### config.mk
export PLATFORM = sky130hd
export DESIGN_NAME = header_length_trailer_deframer
export DESIGN_NICKNAME = d
export VERILOG_FILES = /design/src/design/hltd_pkg.sv /design/src/design/hltd_cfg.sv /design/src/design/hltd_core.sv /design/src/design/hltd_out.sv /design/src/design/header_length_trailer_deframer.sv
export SDC_FILE = /design/constraint.sdc
export NUM_CORES = 1
export LEC_CHECK = 0
export ABC_AREA = 1
export ABC_CLOCK_PERIOD_IN_PS = 8500
export BUFFER_PORTS_ARGS = -buffer_cell sky130_fd_sc_hd__buf_2
export CAP_MARGIN = 30
export CORE_MARGIN = 5
export CORE_UTILIZATION = 59
export CTS_BUF_LIST = sky130_fd_sc_hd__clkbuf_8 sky130_fd_sc_hd__clkbuf_16
export CTS_CLUSTER_SIZE = 28
export DETAILED_ROUTE_END_ITERATION = 6
export GPL_TIMING_DRIVEN = 1
export PLACE_DENSITY = 0.79
export SLEW_MARGIN = 20
export SYNTH_ARGS = -nofsm -noshare
export SYNTH_HDL_FRONTEND = slang
export SYNTH_SLANG_ARGS = --single-unit
### constraint.sdc
create_clock -name clk -period 8.5 [get_ports clk]
set_input_delay 0.425 -clock clk [delete_from_list [all_inputs] [get_ports clk]]
set_output_delay 0.425 -clock clk [all_outputs]
set_load 0.02 [all_outputs]
### src/design/hltd_pkg.sv
// ----------------------------------------------------------------------------
// hltd_pkg
// Types and constants shared by the header/length/trailer deframer.
// ----------------------------------------------------------------------------
package hltd_pkg;

	localparam logic [31:0] TRAILER_WORD       = 32'h9999_9999;
	localparam logic [31:0] HEADER_WORD_RST    = 32'h01CC_CCCC;
	localparam logic [30:0] PACKET_LIMIT_RST   = 31'h7FFF_FFFF;
	localparam logic [32:0] MAX_PAYLOAD_RST    = 33'd19980;
	localparam logic [30:0] GOOD_COUNT_MAX     = 31'h7FFF_FFFF;
	localparam int          CFG_INDEX_W        = 2;
	localparam int          CFG_DATA_W         = 33;

	typedef enum logic [CFG_INDEX_W-1:0] {
		CFG_HEADER_WORD  = 2'd0,
		CFG_PACKET_LIMIT = 2'd1,
		CFG_MAX_PAYLOAD  = 2'd2
	} cfg_idx_t;

	typedef enum logic [1:0] {
		PH_HUNT = 2'd0,
		PH_PRE  = 2'd1,
		PH_PAY  = 2'd2,
		PH_TRL  = 2'd3
	} phase_t;

	typedef enum logic [2:0] {
		ROLE_HUNT     = 3'd0,
		ROLE_HEADER   = 3'd1,
		ROLE_PREAMBLE = 3'd2,
		ROLE_PAYLOAD  = 3'd3,
		ROLE_TRAILER  = 3'd4,
		ROLE_IGNORED  = 3'd5
	} role_t;

	typedef struct packed {
		logic [31:0] header_word;
		logic [30:0] packet_limit;
		logic [32:0] max_payload_bytes;
	} hltd_cfg_t;

	typedef struct packed {
		logic [7:0]  byte_out;
		role_t       byte_role;
		logic        frame_end;
		logic        frame_good;
		logic        frame_too_long;
		logic [31:0] trigger_number;
		logic [31:0] frame_counter;
		logic [32:0] payload_bytes;
		logic [30:0] good_frames;
		logic        limit_reached;
	} hltd_result_t;

endpackage

### src/design/hltd_cfg.sv
// ----------------------------------------------------------------------------
// hltd_cfg
// Configuration register file, written through a plain write port.
// ----------------------------------------------------------------------------
module hltd_cfg
	import hltd_pkg::*;
(
	input  logic                   clk,
	input  logic                   arst_n,
	input  logic                   cfg_wr_en,
	input  logic [CFG_INDEX_W-1:0] cfg_index,
	input  logic [CFG_DATA_W-1:0]  cfg_wr_data,
	output hltd_cfg_t              cfg
);

	hltd_cfg_t cfg_q;

	always_ff @(posedge clk or negedge arst_n) begin
		if (!arst_n) begin
			cfg_q.header_word       <= HEADER_WORD_RST;
			cfg_q.packet_limit      <= PACKET_LIMIT_RST;
			cfg_q.max_payload_bytes <= MAX_PAYLOAD_RST;
		end else if (cfg_wr_en) begin
			unique case (cfg_idx_t'(cfg_index))
				CFG_HEADER_WORD:  cfg_q.header_word       <= cfg_wr_data[31:0];
				CFG_PACKET_LIMIT: cfg_q.packet_limit      <= cfg_wr_data[30:0];
				CFG_MAX_PAYLOAD:  cfg_q.max_payload_bytes <= cfg_wr_data;
				default: ;
			endcase
		end
	end

	assign cfg = cfg_q;

endmodule

### src/design/hltd_core.sv
// ----------------------------------------------------------------------------
// hltd_core
// Frame state machine: header hunt, preamble capture, payload count,
// trailer check. One byte per accepted request.
// ----------------------------------------------------------------------------
module hltd_core
	import hltd_pkg::*;
(
	input  logic         clk,
	input  logic         arst_n,
	input  logic         take,
	input  logic [7:0]   rx_byte,
	input  hltd_cfg_t    cfg,
	output hltd_result_t res
);

	phase_t      phase_q, phase_d;
	logic [31:0] window_q, window_d;
	logic [2:0]  fill_q, fill_d;
	logic [3:0]  pidx_q, pidx_d;
	logic [31:0] trig_q, trig_d;
	logic [31:0] cnt_q, cnt_d;
	logic [32:0] len_q, len_d;
	logic [32:0] left_q, left_d;
	logic [31:0] tsh_q, tsh_d;
	logic [30:0] good_q, good_d;
	logic [32:0] dbl_len;
	logic [32:0] left_dec;
	logic        fend, fgood, flong;
	role_t       role;

	always_ff @(posedge clk or negedge arst_n) begin
		if (!arst_n) begin
			phase_q  <= PH_HUNT;
			window_q <= '0;
			fill_q   <= '0;
			pidx_q   <= '0;
			trig_q   <= '0;
			cnt_q    <= '0;
			len_q    <= '0;
			left_q   <= '0;
			tsh_q    <= '0;
			good_q   <= '0;
		end else if (take) begin
			phase_q  <= phase_d;
			window_q <= window_d;
			fill_q   <= fill_d;
			pidx_q   <= pidx_d;
			trig_q   <= trig_d;
			cnt_q    <= cnt_d;
			len_q    <= len_d;
			left_q   <= left_d;
			tsh_q    <= tsh_d;
			good_q   <= good_d;
		end
	end

	always_comb begin
		phase_d  = phase_q;
		window_d = window_q;
		fill_d   = fill_q;
		pidx_d   = pidx_q;
		trig_d   = trig_q;
		cnt_d    = cnt_q;
		len_d    = len_q;
		left_d   = left_q;
		tsh_d    = tsh_q;
		good_d   = good_q;
		role     = ROLE_HUNT;
		fend     = 1'b0;
		fgood    = 1'b0;
		flong    = 1'b0;
		dbl_len  = '0;
		left_dec = (left_q != '0) ? left_q - 33'd1 : left_q;

		unique case (phase_q)
			PH_HUNT: begin
				if (good_q >= cfg.packet_limit) begin
					role = ROLE_IGNORED;
				end else begin
					window_d = {window_q[23:0], rx_byte};
					if (fill_q < 3'd4)
						fill_d = fill_q + 3'd1;
					if (fill_d >= 3'd4 && window_d == cfg.header_word) begin
						role    = ROLE_HEADER;
						phase_d = PH_PRE;
						pidx_d  = '0;
					end
				end
			end
			PH_PRE: begin
				role = ROLE_PREAMBLE;
				if (pidx_q < 4'd4)
					trig_d = {rx_byte, trig_q[31:8]};
				else if (pidx_q < 4'd8)
					cnt_d = {rx_byte, cnt_q[31:8]};
				else
					len_d = {1'b0, rx_byte, len_q[31:8]};
				if (pidx_q >= 4'd11) begin
					dbl_len = {len_d[31:0], 1'b0};
					len_d   = dbl_len;
					if (dbl_len > cfg.max_payload_bytes) begin
						fend     = 1'b1;
						flong    = 1'b1;
						phase_d  = PH_HUNT;
						window_d = '0;
						fill_d   = '0;
					end else if (dbl_len == '0) begin
						phase_d = PH_TRL;
						pidx_d  = '0;
						tsh_d   = '0;
					end else begin
						phase_d = PH_PAY;
						left_d  = dbl_len;
					end
				end else begin
					pidx_d = pidx_q + 4'd1;
				end
			end
			PH_PAY: begin
				role   = ROLE_PAYLOAD;
				left_d = left_dec;
				if (left_dec == '0) begin
					phase_d = PH_TRL;
					pidx_d  = '0;
					tsh_d   = '0;
				end
			end
			PH_TRL: begin
				role  = ROLE_TRAILER;
				tsh_d = {tsh_q[23:0], rx_byte};
				if (pidx_q >= 4'd3) begin
					fend = 1'b1;
					if (tsh_d == TRAILER_WORD) begin
						fgood = 1'b1;
						if (good_q != GOOD_COUNT_MAX)
							good_d = good_q + 31'd1;
					end
					phase_d  = PH_HUNT;
					window_d = '0;
					fill_d   = '0;
				end else begin
					pidx_d = pidx_q + 4'd1;
				end
			end
			default: ;
		endcase

		res.byte_out       = rx_byte;
		res.byte_role      = role;
		res.frame_end      = fend;
		res.frame_good     = fgood;
		res.frame_too_long = flong;
		res.trigger_number = trig_d;
		res.frame_counter  = cnt_d;
		res.payload_bytes  = len_d;
		res.good_frames    = good_d;
		res.limit_reached  = (good_d >= cfg.packet_limit);
	end

endmodule

### src/design/hltd_out.sv
// ----------------------------------------------------------------------------
// hltd_out
// Result register with valid/stall handshake toward the consumer.
// ----------------------------------------------------------------------------
module hltd_out
	import hltd_pkg::*;
(
	input  logic         clk,
	input  logic         arst_n,
	input  logic         in_valid,
	output logic         in_stall,
	output logic         take,
	input  hltd_result_t res,
	output logic         out_valid,
	input  logic         out_stall,
	output hltd_result_t res_out
);

	logic         valid_q;
	hltd_result_t res_q;

	// the register frees up in the same cycle its request is taken
	assign in_stall = valid_q & out_stall;
	assign take     = in_valid & ~in_stall;

	always_ff @(posedge clk or negedge arst_n) begin
		if (!arst_n)
			valid_q <= 1'b0;
		else if (take)
			valid_q <= 1'b1;
		else if (!out_stall)
			valid_q <= 1'b0;
	end

	always_ff @(posedge clk) begin
		if (take)
			res_q <= res;
	end

	assign out_valid = valid_q;
	assign res_out   = res_q;

endmodule

### src/design/header_length_trailer_deframer.sv
// ----------------------------------------------------------------------------
// header_length_trailer_deframer
// Byte-stream deframer: header hunt, preamble capture, payload count and
// trailer check, with each byte echoed along with its role.
// ----------------------------------------------------------------------------
// One request is one byte and yields exactly one result request. A byte is
// taken every cycle the consumer does not stall; its result appears in the
// next cycle in the output register, which is the only stage. The whole
// per-byte decision (window compare, length doubling and limit compare,
// trailer compare) sits between the state registers and that register.
// A new byte is still taken while a result waits, as long as the consumer
// takes it in that same cycle. No start-up pass after reset. Write the
// configuration registers only while no byte is in flight.
module header_length_trailer_deframer
	import hltd_pkg::*;
(
	input  logic                   clk,
	input  logic                   arst_n,
	input  logic                   cfg_wr_en,
	input  logic [CFG_INDEX_W-1:0] cfg_index,
	input  logic [CFG_DATA_W-1:0]  cfg_wr_data,
	input  logic                   in_valid,
	output logic                   in_stall,
	input  logic [7:0]             rx_byte,
	output logic                   out_valid,
	input  logic                   out_stall,
	output logic [7:0]             byte_out,
	output logic [2:0]             byte_role,
	output logic                   frame_end,
	output logic                   frame_good,
	output logic                   frame_too_long,
	output logic [31:0]            trigger_number,
	output logic [31:0]            frame_counter,
	output logic [32:0]            payload_bytes,
	output logic [30:0]            good_frames,
	output logic                   limit_reached
);

	hltd_cfg_t    cfg;
	hltd_result_t res;
	hltd_result_t res_out;
	logic         take;

	hltd_cfg u_cfg (
		.clk         (clk),
		.arst_n      (arst_n),
		.cfg_wr_en   (cfg_wr_en),
		.cfg_index   (cfg_index),
		.cfg_wr_data (cfg_wr_data),
		.cfg         (cfg)
	);

	hltd_core u_core (
		.clk     (clk),
		.arst_n  (arst_n),
		.take    (take),
		.rx_byte (rx_byte),
		.cfg     (cfg),
		.res     (res)
	);

	hltd_out u_out (
		.clk       (clk),
		.arst_n    (arst_n),
		.in_valid  (in_valid),
		.in_stall  (in_stall),
		.take      (take),
		.res       (res),
		.out_valid (out_valid),
		.out_stall (out_stall),
		.res_out   (res_out)
	);

	assign byte_out       = res_out.byte_out;
	assign byte_role      = res_out.byte_role;
	assign frame_end      = res_out.frame_end;
	assign frame_good     = res_out.frame_good;
	assign frame_too_long = res_out.frame_too_long;
	assign trigger_number = res_out.trigger_number;
	assign frame_counter  = res_out.frame_counter;
	assign payload_bytes  = res_out.payload_bytes;
	assign good_frames    = res_out.good_frames;
	assign limit_reached  = res_out.limit_reached;

endmodule

Word level (Yosys, flattened, before mapping). Cells that the tools add are included.

Bits in latches: 0. Register bits: 458. Memory bits (writable): 0. Bits of input ports: 48. Output and inout port bits: 145. ROM bits: 0. Memories kept: 0.

$lt $le $gt $ge: 9. Equal/unequal tests: 21. Add/subtract/negate cells: 4. Reductions and logical operators: 18. Shift operators: 0. Divide/modulo/power cells: 0. Multipliers: 0. Bitwise gates (word level): 3. Mux-type cells: 63.

Operators with widths (number): $mux 33 (9); $mux 24 (8); $mux 32 (5); $pmux 24 s3 (2); $mux 31 (4); $pmux 33 s2 (1); $ge 31x31->1 (2); $gt 33x33->1 (1); $logic_not 33->1 (1); $reduce_bool 33->1 (1); $sub 33x1->33 const B (1); $eq 32x32->1 (1); $eq 32x32->1 const B (1); $logic_not 32->1 (1); $add 31x1->31 const B (1); $ne 31x31->1 const B (1); $mux 4 (7); $mux 3 (8); $reduce_and 6->1 (3); $pmux 4 s4 (1); $ne 2x1->1 const B (7); $mux 2 (6); $pmux 3 s4 (1); $pmux 3 s3 (1); other kinds (24) (44).

Longest topological paths before layout. Gate-level depths: netlist of the first run.

Depth in word-level cells: 9. Gate-level depth with buffers: 25.

Modules after synthesis. Synthesis of the first run repeated with hierarchy kept, for this count alone.

Cells, all modules: 2892. Area total of the unflattened synthesis: 24214.5 µm².

By module, submodules not included: hltd_core (area an instance 15791.4 µm², cells an instance 2316, instances 1); hltd_out (area an instance 4339.2 µm², cells an instance 149, instances 1); hltd_cfg (area an instance 4083.9 µm², cells an instance 427, instances 1).

Worst setup path before layout of the first run. Ideal clock, no wire load.

Kind: flip-flop to flip-flop. Start: reg u_out.valid_q (netlist: u_out.out_valid). End: reg u_out.res_q, in the netlist u_out.res_out[0] (enable). Required time: 7.938 ns. Path buffers: 2. Clock period less this slack: 5.968 ns. Data arrival time: 5.406 ns. Cell stages (with the launch flop): 6. Slack: 2.532 ns. Cells stage by stage: dfrtp_1 nand2_1 inv_1 nor2_1 clkbuf_1 buf_1.

Longest elaborated chain between the ends: 3.

Ends and longest elaborated chain: from (decl) (line hltd_out.sv:19) `logic valid_q;`; from (signal assigned) (line hltd_out.sv:28) `valid_q <= 1'b0;`; from (signal assigned) (line hltd_out.sv:30) `valid_q <= 1'b1;`; from (signal assigned) (line hltd_out.sv:32) `valid_q <= 1'b0;`; $and 1x1->1 (line hltd_out.sv:23) `assign in_stall = valid_q & out_stall;`; net in_stall (line header_length_trailer_deframer.sv:23) `output logic in_stall,`; $not 1->1 (line hltd_out.sv:24) `assign take = in_valid & ~in_stall;`; $and 1x1->1 (line hltd_out.sv:24); net take (line header_length_trailer_deframer.sv:42) `logic take;`; to (signal assigned) (line hltd_out.sv:37) `res_q <= res;`; to (decl) (line hltd_out.sv:20) `hltd_result_t res_q;`.

The timed path passes the listed nets, and every way through them passes these cells. A chain may end at the register's enable or synchronous reset.

==> flow_summary.json, run 1 <==
{
  "status": "complete, no violations",
  "final_core_util_pct": 67.81,
  "fin_skew_ps": 34.21,
  "cts_buffers": 48,
  "grt_pass1_wl_um": 107700,
  "fin_crit_sh_pct": 48.95,
  "ioPinCount": 193,
  "grt_usage_pct": 30.46,
  "synth_top_area_share_pct": 27.67,
  "drive_gt1_share_pct": 12.24,
  "drv_cap": 0,
  "via_per_inst": 5.712,
  "tightest_slew_ps": 1020,
  "syn_inst": 2884,
  "portBuffers": 192,
  "synth_edf_count": 143,
  "initial_utilization_pct": 59.90,
  "layout_common_cells": "792 x nand2_1, 420 x o21ai_0, 346 x inv_1, 264 x dfrtp_1, 191 x buf_2",
  "cts_tree": "yes",
  "antenna_found_initial": 0,
  "synth.largest_area_cell": "dfrtp_1",
  "fin_nets": 3184,
  "cts-resized-gates": 0,
  "powerDensity_nw_per_um2": 238.9,
  "fmax_mhz": 240.3,
  "async_reset_ff_share_pct": 68.78,
  "synth_area_leaders": "dfrtp_1 28%, edfxtp_1 18%, nand2_1 12%, o21ai_0 8.8%, dfstp_2 5.5%",
  "multiInputGateArea_um2": 9955,
  "clkTransAtPathRegs_ps": 60,
  "diodes": 0,
  "wl_per_cell_um": 19.13,
  "max-slew-margin-rel_pct": 32.00,
  "rows": 73,
  "hold_depth": 3,
  "synth.distinct_cells": 45,
  "wirelength_um": 68800,
  "cp_max_fo": 17,
  "hpwl_um": 49870,
  "endpoint_kind": "register",
  "core_um2": 40010,
  "peakVddDrop_mv": 0.1738,
  "drcViolationCount": 0,
  "critPathLaunchType": "register",
  "cts_max_level": 2,
  "worstSkewPairLatency_ps": 610,
  "cts_sinks": 458,
  "setup-violations-final": 0,
  "finalCriticalPeriod_ps": 4161,
  "synth_seq_cells": 458,
  "overflow": 0,
  "yosysSeqAreaShare_pct": 51.07,
  "grt_pass1_vias": 19483,
  "syn_to_final_growth_pct": 13.19,
  "vias": 20541,
  "slowest_stage": "dfrtp_1",
  "first_pass_iters": 6,
  "drtIter0Drc": 2525,
  "dieArea_um2": 44750,
  "cts.path.max_buffers": 3,
  "required_ps": 8830,
  "cp_slowest_stage_delay_ps": 690,
  "rr_worst_depth": 16,
  "finalSetupTns_ps": 0,
  "chipHeight_um": 211.5,
  "grt_max_degree": 132,
  "gp_congestion": 1.009,
  "rsz0062_at_grt": "false",
  "path_class": "reg -> reg",
  "syn_area_um2": 23970,
  "yosysWarnings": 0,
  "ant_nets": 0,
  "synth_area_per_cell_um2": 8.310,
  "critical_path_arrival_ps": 4490,
  "hold_violations": 0,
  "syn_nets": 3035,
  "maxSlewViolCount": 0,
  "fillerInstances": 3176,
  "hp-class": "in -> reg",
  "cts_root_buffer": "clkbuf_16",
  "leakage_nw": 12.66,
  "final_common_cell": "nand2_1",
  "final-seq-area_um2": 12240,
  "cp_cell_sequence": "ha_1 > inv_1 > nor2_1 > inv_1 > nor3_1 > o41ai_1 > nor2_1 > nand2_1 > xnor2_1 > ha_1 > a21oi_1 > o21ai_0 > nand3_1 > a21oi_1 > a2111oi_0 > o41ai_1",
  "synth_ff_type": "dfrtp_1",
  "die_w_um": 211.5
}
[per-stage QoR]
| stage | hold WS [ps] | instances | total power, W | cell area (µm²) | setup WS, ps |
|---|---|---|---|---|---|
| 3_5_place_dp | 461.2 | 3500 | 0.004250 | 25270 | 4033 |
| 6_report | 50.06 | 3596 | 0.006480 | 27130 | 4339 |
| 5_1_grt | 38.35 | 3596 | 0.006812 | 27130 | 3946 |
| 3_3_place_gp | 459.1 | 3499 | 0.004183 | 25250 | 4195 |
| 4_1_cts | 24.42 | 3589 | 0.006493 | 26980 | 3995 |
| 2_1_floorplan | 129.4 | 2884 | 0.003752 | 23970 | 2532 |
[logic make-up (layout without fill, tap and decap cells)]
kind of cell	count (synthesis)	in the layout	synth area share, %
XOR/XNOR	73	73	2.668
multiplexers	1	1	0.04177
adder cells (fa/ha/maj)	103	103	5.377
flip-flops	458	458	51.07
buffers and inverters	462	649	7.476
AO/OA/AOI/OAI	620	620	13.38
AND/OR/NAND/NOR	1167	1167	19.99
[cells in the mapped netlist, types with 3 or more instances]
master and number:
nand3b_1 16, o21ai_0 420, nand4_1 48, clkbuf_1 88, dfstp_2 50, xor2_1 60
o21ai_2 6, buf_6 3, o21ai_1 27, inv_1 334, buf_2 13, clkinv_1 3
dfrtp_1 265, ha_1 103, edfxtp_1 143, buf_1 13, a21oi_1 136, nor2_1 176
nand3_1 70, inv_2 5, o21a_1 12, nand2_1 795, nor3_1 32, xnor2_1 13
o211ai_1 7, nand2_2 4, nor4_1 9, nor2_2 8
[report_power, final]
group	switching, W	internal [W]	total, W
registers	0.000228	0.00265	0.00288
logic	0.000901	0.000462	0.00136
clock network	0.000911	0.00133	0.00224
[critical path, delay by kind of cell, from the launching register on]
kind | cells | cell delay, ps
and+or+nand+nor | 5 | 1080
AOI/OAI and AO/OA | 6 | 990
DFF | 1 | 690
adders and majority gates | 2 | 580
xor gates and xnor gates | 1 | 290
buffers and inverters | 2 | 250
[state kept, by name, summed over array words and instances (netlist names), named ones only]
signal	cells
u_core.pidx_q	4
u_core.phase_q	1
u_core.good_q	31
u_core.left_q	33
u_core.len_q	33
u_core.fill_q	3
u_out.out_valid	1
u_core.tsh_q	24
u_core.cnt_q	32
u_out.res_out	143
u_core.window_q	24
u_cfg.cfg	96
u_core.trig_q	32
[final timing paths]
| path | start | end | slack (ps) |
|---|---|---|---|
| max in group asynchronous | arst_n | u_core.trig_q[8]$_DFFE_PN0P_ | 6710 |
| worst max register to register | u_core.phase_q[0]$_DFFE_PN0P_ | u_out.res_out[0]$_DFFE_PP_ | 4340 |
| worst max-delay path | u_core.phase_q[0]$_DFFE_PN0P_ | u_out.res_out[0]$_DFFE_PP_ | 4340 |
| worst min register to register | u_core.window_q[7]$_DFFE_PN0P_ | u_core.window_q[7]$_DFFE_PN0P_ | 470 |
| worst min-delay path | out_stall | u_out.out_valid$_DFFE_PN0P_ | 50 |
| min in group asynchronous | arst_n | u_core.tsh_q[14]$_DFFE_PN0P_ | 470 |
[layer usage]
metal / vias to the layer above / part of all wire (%) / GRT usage, %
met5: - / 0 / 0
met2: 909 / 46 / 48.48
met3: 174 / 8.0 / 5.068
li1: 9753 / - / -
met1: 9705 / 41 / 41.80
met4: 0 / 5.0 / 12.99
[layout make-up]
type	instances	share of cell area (%)
flip-flops and latches	458	45.12
well taps	525	2.421
multi-input cells	1964	36.70
clock inverters	30	1.250
repair buffers	219	4.760
clock buffers	58	5.018
inverters	342	4.732
[repair_timing]
item / 4_1_cts / 5_1_grt
hold buffers: 1 / 0
endpoints found under the hold margin: 44 / 0
buffers inserted: 0 / 0
Note: power is estimated with default switching activity, not from simulation.
==> inputs of run 2 (changes only) <==
--- a/config.mk
+++ b/config.mk
@@ -5,8 +5,8 @@
 export SDC_FILE = /design/constraint.sdc
 export NUM_CORES = 1
 export LEC_CHECK = 0
-export ABC_AREA = 1
-export ABC_CLOCK_PERIOD_IN_PS = 8500
+export ABC_AREA = 0
+export ABC_CLOCK_PERIOD_IN_PS = 4100
 export BUFFER_PORTS_ARGS = -buffer_cell sky130_fd_sc_hd__buf_2
 export CAP_MARGIN = 30
 export CORE_MARGIN = 5
==> constraint.sdc (replaced) <==
create_clock -name clk -period 4.1 [get_ports clk]
set_input_delay 0.205 -clock clk [delete_from_list [all_inputs] [get_ports clk]]
set_output_delay 0.205 -clock clk [all_outputs]
set_load 0.02 [all_outputs]
==> run 2 against run 1 <==
  * The flow now finishes with violations (negative setup slack)
  * Clock skew decreased by 18 ps
  * Combinational power barely moved
  * Critical path depth increased by 3
  * Total power is 67% higher
  * Synthesized area is 2.7% lower
  * Fmax increased by 0.19%
  * Synthesized cell count shrank 24%
  * Worst setup slack got worse by 4400 ps
  * Hold slack improved by 32 ps
  * Routed wire length is 4.8% lower
  * Die area shrank 2.6%
  * Global-route usage decreased by 1.5 points
  * Largest cell class unchanged
==> flow_summary.json, run 2 <==
{
  "async_reset_ff_share_pct": 68.78,
  "vias": 18373,
  "grt_pass1_wl_um": 101900,
  "ant_nets": 0,
  "synth.largest_area_cell": "dfrtp_1",
  "grt_pass1_vias": 18616,
  "synth_ff_type": "dfrtp_1",
  "peakVddDrop_mv": 0.2953,
  "yosysMostFrequentCell": "nand2_1",
  "largest_reg_flops": 143,
  "cts.path.max_buffers": 3,
  "cts_buffers": 47,
  "maxSlewViolCount": 0,
  "cts_sinks": 458,
  "status": "finished with violations",
  "die_w_um": 208.8,
  "synth_area_per_cell_um2": 10.60,
  "via_per_inst": 5.934,
  "synth.distinct_cells": 70,
  "clkTransAtPathRegs_ps": 60,
  "setup_slack_ps": -52.84,
  "cts_max_level": 2,
  "critical_path_arrival_ps": 4480,
  "gp_congestion": 0.9524,
  "core_um2": 38920,
  "syn_nets": 2350,
  "yosysSeqAreaShare_pct": 52.49,
  "leakage_nw": 13.46,
  "finalSetupTns_ps": -52.84,
  "intPower_w": 0.008005,
  "worstSkewPairLatency_ps": 590,
  "syn_to_final_growth_pct": 19.99,
  "synth_area_leaders": "dfrtp_1 28%, edfxtp_1 18%, mux2_2 9.4%, nand2_1 7.3%, dfstp_2 5.6%",
  "antenna_found_initial": 0,
  "hpwl_um": 45040,
  "drv_cap": 0,
  "cts_root_buffer": "clkbuf_16",
  "max-slew-margin-rel_pct": 36.91,
  "endpoint_kind": "register",
  "fmax_mhz": 240.8,
  "fin_nets": 2693,
  "comb_power_share_pct": 12.6,
  "drtIter0Drc": 1580,
  "path_class": "reg -> reg",
  "required_ps": 4430,
  "ioPinCount": 193,
  "wl_per_cell_um": 21.14,
  "synth_seq_cells": 458,
  "wirelength_um": 65460,
  "hold_violations": 0,
  "initial_utilization_pct": 59.91,
  "first_pass_iters": 6,
  "final_common_cell": "nand2_1",
  "rsz0062_at_grt": "true",
  "seqPwrFrac_pct": 49.0,
  "synth_edf_count": 143,
  "yosys-top-cells-count": "451 x nand2_1, 265 x dfrtp_1, 195 x mux2_2",
  "fillerInstances": 2647,
  "drcViolationCount": 0,
  "overflow": 0,
  "violations": "negative setup slack",
  "portBuffers": 192,
  "synth_top_area_share_pct": 28.44,
  "fin_skew_ps": 16.30,
  "cts_tree": "yes",
  "powerDensity_nw_per_um2": 387.5,
  "cp_max_fo": 9,
  "fin_crit_sh_pct": 101.3,
  "yosysWarnings": 0,
  "hp-class": "in -> reg",
  "grt_usage_pct": 29.00,
  "layout_common_cells": "449 x nand2_1, 263 x dfrtp_1, 195 x mux2_2, 191 x buf_2, 159 x buf_4",
  "finalCriticalPeriod_ps": 4153,
  "rows": 72,
  "chipHeight_um": 208.8,
  "worst_hold_slack_ps": 81.86,
  "diodes": 0,
  "syn_inst": 2199,
  "critPathLaunchType": "register",
  "setup-violations-final": 1,
  "switching_share_pct": 26.17,
  "clkPwrFrac_pct": 38.4,
  "tightest_slew_ps": 945.3,
  "multiInputGateArea_um2": 10330,
  "final-seq-area_um2": 12240,
  "p_sw_w": 0.002837,
  "grt_max_degree": 154,
  "dieArea_um2": 43600,
  "syn_area_um2": 23320,
  "drive_gt1_share_pct": 27.70
}
run 2: changes by cell type in the layout (fill, tap and decap cells not counted), sizes merged, moves of 68 or more:
cell | previous run | this run
o21ai | 453 | 76
nand2 | 799 | 451
buf | 218 | 359
a21oi | 136 | 68
nor2 | 185 | 105
inv | 354 | 153
mux2 | 0 | 195
run 2: layout make-up:
cell class	instances	share of cell area, %
clock buffer	56	4.767
clock inverter	29	0.5456
inverter	142	1.932
multi-input combinational	1496	36.91
sequential	458	43.75
tap	518	2.317
timing repair buffer	397	9.776
run 2: cell families after synthesis:
logic type                 count (synthesis)  share of synthesized area, %
and+or+nand+nor                          785                         15.15
xor gates and xnor gates                  91                         3.418
adders and majority gates                103                         5.527
buffers and inverters                    245                         4.121
DFF                                      458                         52.49
muxes                                    251                         11.82
AOI/OAI and AO/OA                        266                         7.464
run 2: layer usage:
layer,wire length (µm),track usage [%]
met1,26420,37.79
met2,32360,49.52
met3,3880,4.439
met4,2807,10.73
met5,0,0
run 2: worst paths after layout:
check / cells past startpoint / slack, ps / startpoint / to
max: 19 / -50 / u_core.tsh_q[2]$_DFFE_PN0P_ / u_out.res_out[0]$_DFFE_PP_
min: 2 / 80 / rx_byte[7] / u_out.res_out[142]$_DFFE_PP_
max reg2reg: 19 / -50 / u_core.tsh_q[2]$_DFFE_PN0P_ / u_out.res_out[0]$_DFFE_PP_
min reg2reg: 2 / 480 / u_core.trig_q[0]$_DFFE_PN0P_ / u_core.trig_q[0]$_DFFE_PN0P_
max in group asynchronous: 3 / 2680 / arst_n / u_core.good_q[18]$_DFFE_PN0P_
min in group asynchronous: 2 / 250 / arst_n / u_core.good_q[25]$_DFFE_PN0P_
run 2: repair_timing:
| action | CTS | global route |
|---|---|---|
| hold buffers | 36 | 0 |
| pin swaps | 16 | 7 |
| gates cloned | 0 | 2 |
| resized for setup | 13 | 17 |
| setup endpoints to repair | 2 | 69 |
| buffers inserted | 2 | 3 |
| hold endpoints to repair | 167 | 0 |
run 2: power groups by stage:
stage	clock, W	combinational [W]	sequential, W
2_1_floorplan	0	0.000756	0.00540
3_3_place_gp	0	0.00125	0.00536
3_5_place_dp	0	0.00129	0.00538
4_1_cts	0.00421	0.00134	0.00530
5_1_grt	0.00441	0.00150	0.00534
6_report	0.00417	0.00137	0.00531
run 2: through the flow:
stage	instance area [µm²]	total power [W]	cells	util, %	setup WS [ps]
after global placement	25870	0.006607	2968	66.49	-178.8
final	27980	0.01084	3096	71.89	-52.84
after detailed placement	25870	0.006672	2968	66.49	-261.3
after floorplan	23360	0.006158	2199	-	26.22
after CTS	27810	0.01085	3091	71.45	-193.2
after global routing	27980	0.01124	3096	71.89	-184.1
run 2: critical path: stages (launching register included):
cell,delay [ps]
dfrtp_1,390
nor4bb_2,320
nand4_1,260
nor3_2,170
buf_4,150
a21bo_4,230
buf_4,180
nor3_4,140
nand2_2,90
xnor2_2,160
ha_1,310
a21o_1,180
a21o_1,170
a21o_1,160
a21o_1,150
a21o_1,160
a21o_1,160
a221o_1,330
a21oi_2,120
o31ai_1,80
